File: src/rtl/bb3_pkg.sv
`timescale 1ns / 1ps
// Shared types and constants for the 3x3 box blur core.
package bb3_pkg;

	localparam int DEF_MAX_WIDTH = 1024;
	localparam logic [10:0] RESET_WIDTH  = 11'd640;
	localparam logic [11:0] RESET_HEIGHT = 12'd480;

	// register indexes of the configuration port
	localparam logic [1:0] REG_WIDTH  = 2'd0;
	localparam logic [1:0] REG_HEIGHT = 2'd1;

	// reciprocals of 3 and 9 scaled by 2^15, exact for dividends below 2^12
	localparam logic [13:0] RECIP3      = 14'd10923;
	localparam logic [13:0] RECIP9      = 14'd3641;
	localparam int          RECIP_SHIFT = 15;

	typedef enum logic [2:0] {
		S_IDLE,
		S_LOAD,
		S_PICK,
		S_SUM,
		S_MUL,
		S_OUT
	} state_t;

	typedef struct packed {
		logic       capture;
		logic       shift;
		logic       sum;
		logic       mul;
		logic       load_out;
		logic [1:0] idx;
	} cmd_t;

	typedef struct packed {
		logic [3:0] combo_valid;
		logic       out_free;
	} status_t;

endpackage

File: src/rtl/bb3_ctrl.sv
`timescale 1ns / 1ps
// Controller state machine: sequences capture, window update and result emission.
module bb3_ctrl (
	input  logic             clk,
	input  logic             arst_n,
	input  logic             in_valid,
	output logic             in_ready,
	input  bb3_pkg::status_t st,
	output bb3_pkg::cmd_t    cmd
);

	bb3_pkg::state_t state_q, state_d;
	logic [1:0] idx_q;

	always_comb begin
		state_d = state_q;
		case (state_q)
			bb3_pkg::S_IDLE: begin
				if (in_valid) state_d = bb3_pkg::S_LOAD;
			end
			bb3_pkg::S_LOAD: state_d = bb3_pkg::S_PICK;
			bb3_pkg::S_PICK: begin
				if (st.combo_valid[idx_q]) state_d = bb3_pkg::S_SUM;
				else if (idx_q == 2'd3) state_d = bb3_pkg::S_IDLE;
			end
			bb3_pkg::S_SUM: state_d = bb3_pkg::S_MUL;
			bb3_pkg::S_MUL: state_d = bb3_pkg::S_OUT;
			bb3_pkg::S_OUT: begin
				if (st.out_free) begin
					state_d = (idx_q == 2'd3) ? bb3_pkg::S_IDLE : bb3_pkg::S_PICK;
				end
			end
			default: state_d = bb3_pkg::S_IDLE;
		endcase
	end

	always_comb begin
		in_ready = 1'b0;
		cmd = '0;
		cmd.idx = idx_q;
		case (state_q)
			bb3_pkg::S_IDLE: begin
				in_ready = 1'b1;
				cmd.capture = in_valid;
			end
			bb3_pkg::S_LOAD: cmd.shift = 1'b1;
			bb3_pkg::S_PICK: ;
			bb3_pkg::S_SUM: cmd.sum = 1'b1;
			bb3_pkg::S_MUL: cmd.mul = 1'b1;
			bb3_pkg::S_OUT: cmd.load_out = st.out_free;
			default: ;
		endcase
	end

	always_ff @(posedge clk or negedge arst_n) begin
		if (!arst_n) begin
			state_q <= bb3_pkg::S_IDLE;
			idx_q <= 2'd0;
		end else begin
			state_q <= state_d;
			case (state_q)
				bb3_pkg::S_LOAD: idx_q <= 2'd0;
				bb3_pkg::S_PICK: begin
					if (!st.combo_valid[idx_q] && idx_q != 2'd3) idx_q <= idx_q + 2'd1;
				end
				bb3_pkg::S_OUT: begin
					if (st.out_free && idx_q != 2'd3) idx_q <= idx_q + 2'd1;
				end
				default: ;
			endcase
		end
	end

endmodule

File: config.mk
export PLATFORM = sky130hd
export DESIGN_NAME = bb3_ctrl
export DESIGN_NICKNAME = d
export VERILOG_FILES = /design/src/rtl/bb3_pkg.sv /design/src/rtl/bb3_ctrl.sv
export SDC_FILE = /design/constraint.sdc
export NUM_CORES = 1
export LEC_CHECK = 0
export BUFFER_PORTS_ARGS = -buffer_cell sky130_fd_sc_hd__buf_4
export CAP_MARGIN = 40
export CORE_AREA = 5 5 42 44
export DETAILED_ROUTE_END_ITERATION = 8
export DIE_AREA = 0 0 47 49
export GPL_ROUTABILITY_DRIVEN = 0
export SLEW_MARGIN = 20
export SYNTH_ARGS = -nofsm -noshare
export SYNTH_HDL_FRONTEND = slang
export SYNTH_SLANG_ARGS = --single-unit
export TNS_END_PERCENT = 100
File: constraint.sdc
create_clock -name clk -period 1.2 [get_ports clk]
set_input_delay 0.06 -clock clk [delete_from_list [all_inputs] [get_ports clk]]
set_output_delay 0.06 -clock clk [all_outputs]
set_load 0.01 [all_outputs]
; Yosys cells after proc, flatten, opt, wreduce, memory -nomap -nowiden
; Index checks and enable logic that the tools add are counted.
[totals]
output_inout_bits = 8
register_bits = 5
inputBits = 8
wordCells = 40
[classes]
n_mux = 17
reduce_logical = 7
n_eq_ne = 12
n_addsub = 1
order_cmp = 1
[ops]
columns = op, count
row1 = $pmux 3 s6, 1
row2 = $mux 3, 4
row3 = $ne 2x2->1 const B, 5
row4 = $mux 1, 7
row5 = $eq 3x2->1 const B, 2
row6 = $eq 3x3->1 const B, 2
row7 = $mux 2, 3
row8 = $pmux 2 s3, 1
row9 = $reduce_and 3->1, 2
row10 = $eq 3x1->1 const B, 1
row11 = $logic_not 3->1, 1
row12 = $lt 2x3->1 const B, 1
row13 = $ne 3x3->1 const B, 1
row14 = $reduce_bool 3->1, 1
row15 = $add 2x1->2 const B, 1
row16 = $bmux 1 s2, 1
row17 = $eq 2x2->1 const B, 1
row18 = $logic_and 1x1->1, 2
row19 = $logic_not 1->1, 1

; Longest topological paths before layout
[depth]
word_depth = 6
mapped_depth = 5
mapped_depth_nobuf = 5

; Least setup slack after synthesis
; No wires, ideal clock.
[synth_path]
path_kind = reg-to-reg
from = register idx_q[0]
to = register idx_q[0]
setup_slack_ps = -152
n_path_buf = 0
t_arrival_ps = 1270
stages_incl_launch_ff = 6
setup_time_ps = 82
t_required_ps = 1118
cell_sequence = dfrtp_1 ha_1 nor2b_1 o21ai_0 nand2_1 a31oi_1
[synth_between]
elab_chain_len = 6
elab_cells_between_ends = 13
classes_between = add/sub: 1 / eq/ne: 3 / mux: 5 / reduce/logical: 4
[synth_lines]
columns = item, line_no
row1 = "start, declared", bb3_ctrl.sv:13  ; logic [1:0] idx_q;
row2 = "start signal, assigned", bb3_ctrl.sv:64  ; if (!st.combo_valid[idx_q] && idx_q != 2'd3) idx_q <= idx_q + 2'd1;
row3 = "start signal, assigned", bb3_ctrl.sv:67  ; if (st.out_free && idx_q != 2'd3) idx_q <= idx_q + 2'd1;
row4 = $bmux 1 s2, bb3_ctrl.sv:64
row5 = $mux 1 (not written as such), bb3_ctrl.sv:64
row6 = $logic_not 1->1, bb3_ctrl.sv:64
row7 = $logic_and 1x1->1, bb3_ctrl.sv:64
row8 = $ne 2x2->1 (no line), n/a
row9 = $reduce_and 3->1 (no line), n/a
; Several ways; a longest one is shown, not always the timed one. The select of a mux whose other input is x is not followed.
; A chain may end at the register's enable or synchronous reset.

==> flow_summary.toml <==
[route]
postRouteAntennaNets = 0
drtPass1Iterations = 4
wl_um = 1150
vias_per_cell = 4.913
drtIter0Drc = 12
wl_per_cell_um = 12.50
post-route-drc-count = 0
vias = 452

[worst_setup_path]
critPathKind = "flip-flop to output port"
slowest_stage = "dfrtp_2"
reg2reg_depth = 4
cp.required_ns = 1.14
crit_path_end_kind = "output port"
regToRegSetupSlack_ns = -0.12
crit_fanout = 5
startpoint_type = "flip-flop"
cpLargestDelayFamily = "flip-flops"
crit_buf_inv = 2
timing.critical_path.cells = "buf_6 > nor3_4 > and2_1 > buf_4"
reg2reg_to = "idx_q[0]$_DFFE_PN0P_"
arrival_ns = 1.26
r2r_start = "idx_q[1]$_DFFE_PN0P_"
slowest_delay_ns = 0.45

[placed_design]
portBuffers = 15
dp_slack_ns = -0.1486
dp_hpwl_um = 827.9

[clock_tree]
clock-sinks = 5
numCtsBuffers = 3
htree_levels = 1
cts_tree = "yes"
clk_pin_slew_worst_paths_ns = 0.04
clock-root-buffer = "clkbuf_4"
cts_buffer_depth = 2
worstSkewPairLatency_ns = 0.24

[global_route]
grt_overflow_total = 0
grt_max_degree = 7
antenna_found_initial = 0
grt_use_total_pct = 11.23
grt_pass1_wl_um = 1828
grt_pass1_vias = 467

[timing]
maxSlewHeadroom_pct = 83.36
min_period_over_period_pct = 110.1
hold_viol = 0
tightest_slew_ns = 0.2481
rsz0062_at_grt = "yes"
setup_slack_ns = -0.1214
fmax_mhz = 756.8
final.min_clock_period_ns = 1.321
finalClockSkew_ns = 0.004435
finalMaxSlewViolations = 0
setup_tns_ns = -0.6419
finalSetupViolCount = 8

[logic_synthesis]
syn-cell-area_sq_um = 402.9
yosysMostFrequentCell = "nand2_1"
synth_edf_count = 0
synth_nets = 55
synthTopCellsByArea = "dfrtp_1, mux2_2, nand2_1"
avgSynthCellArea_sq_um = 8.758
synth_cell_types = 28
synth_cells = 46
synth_top_flop_cell = "dfrtp_1"
synth_top_cell_area_share_pct = 31.06
synth_top_area_cell = "dfrtp_1"
yosys_warnings = 0
synth_seq_cells = 5
ys_seq_area_share_pct = 31.06
ys_async_sr_fraction_pct = 100.0
synth_common_cells = "nand2_1, dfrtp_1, nor2_1"

[pwr]
ir_drop_mv = 1.370
cellPowerDensity_nw_per_um2 = 2538
leakage_nw = 0.3547

[floorplan]
num_io_pins = 16
die-area_sq_um = 2303
fp.coreArea_sq_um = 1401
rows = 14
initial_core_util_pct = 28.75
fp.dieW_um = 47
die_y_um = 49

[min_path]
hp-class = "input pin to async pin"

[layout]
diodes = 0
nets = 86
fill_cells = 137
final_core_util_pct = 55.71
area.growth.synth_to_final_pct = 93.79
drive_gt1_share_pct = 65.79

[run]
max-cap-violations = 0

[run_status]
violations = "setup timing"
outcome = "finished with violations"
==> repair_timing <==
item                                    CTS  global route
hold endpoints to repair                  5             0
setup buffers                             3             0
pin swaps                                 1             3
endpoints found under the setup margin    8            10
hold buffers                              1             0
resized for setup                        18             7
==> how the worst max path moves through the flow <==
stage | startpoint | to | slack, ns | depth (start not counted)
global placement | idx_q[1]$_DFFE_PN0P_ | idx_q[0]$_DFFE_PN0P_ | -0.13 | 4
detailed placement | idx_q[1]$_DFFE_PN0P_ | idx_q[0]$_DFFE_PN0P_ | -0.15 | 4
floorplan | idx_q[1]$_DFFE_PN0P_ | idx_q[1]$_DFFE_PN0P_ | -0.05 | 4
global route | state_q[0]$_DFFE_PN0P_ | idx_q[1]$_DFFE_PN0P_ | -0.21 | 5
CTS | idx_q[1]$_DFFE_PN0P_ | idx_q[0]$_DFFE_PN0P_ | -0.13 | 4
finish | state_q[2]$_DFFE_PN0P_ | cmd[6] | -0.12 | 4
==> sequential cells by signal (all words and copies together) (netlist names) <==
name and cells:
state_q 3, idx_q 2
==> worst register-to-register path, delay by kind of cell (launching register included) <==
family | cells | cell delay (ns)
DFF | 1 | 0.46
muxes | 1 | 0.34
AOI/OAI and AO/OA | 2 | 0.27
and+or+nand+nor | 1 | 0.17
==> layout make-up <==
cell class,count,area (sq um),area share (%)
Inverter,3,11.26,1.442
Timing Repair Buffer,28,242.7,31.09
Tap cell,16,20.02,2.564
Sequential cell,5,130.1,16.67
Clock buffer,4,26.28,3.365
Multi-Input combinational cell,36,350.3,44.87
==> through the flow <==
stage,std cells,cell area (sq um),power (mW),hold slack [ns]
floorplan,46,425.4,0.9371,-0.2356
global placement,84,610.6,1.367,-0.1356
detailed placement,84,610.6,1.372,-0.1363
CTS,92,748.2,1.891,0.1441
global route,92,780.7,2.142,0.1515
finish,92,780.7,1.981,0.1489
==> kinds of logic after synthesis <==
logic type	Yosys count	share of synthesized area, %
muxes	3	8.074
buffers and inverters	5	6.520
DFF	5	31.06
and+or+nand+nor	22	33.85
AOI/OAI and AO/OA	10	17.39
adders and majority gates	1	3.105
==> metal layers <==
| layer | vias up | global-route usage, % | wire length (um) |
|---|---|---|---|
| met2 | 19 | 20.14 | 650 |
| met4 | 0 | 2.765 | 0 |
| li1 | 225 | - | - |
| met1 | 208 | 10.86 | 425 |
| met5 | - | 0 | 0 |
| met3 | 0 | 5.535 | 74 |
==> cell usage in the layout, fill, tap and decap left out, drive strengths merged <==
master | synthesis | routed
buf | 2 | 27
nand2 | 6 | 6
dfrtp | 5 | 5
nor2 | 4 | 4
clkbuf | 0 | 4
nor3 | 3 | 3
inv | 3 | 3
mux2 | 2 | 2
o22ai | 2 | 2
nor2b | 2 | 2
and2 | 2 | 2
o21ai | 2 | 2
and3 | 1 | 1
mux2i | 1 | 1
a21oi | 1 | 1
a21o | 1 | 1
nand2b | 1 | 1
nor3b | 1 | 1
nor4b | 1 | 1
a211oi | 1 | 1
a31oi | 1 | 1
nand3 | 1 | 1
o221ai | 1 | 1
o311ai | 1 | 1
ha | 1 | 1
dlygate4sd3 | 0 | 1
==> report_power, final <==
group	internal, mW	switching [mW]	leakage, nW	total (mW)
Combinational	0.790	0.623	0.282	1.41
Sequential	0.257	0.121	0.0581	0.378
Clock	0.125	0.0653	0.0150	0.191
Total	1.17	0.810	0.355	1.98
Power figures use the tool's default switching activity.
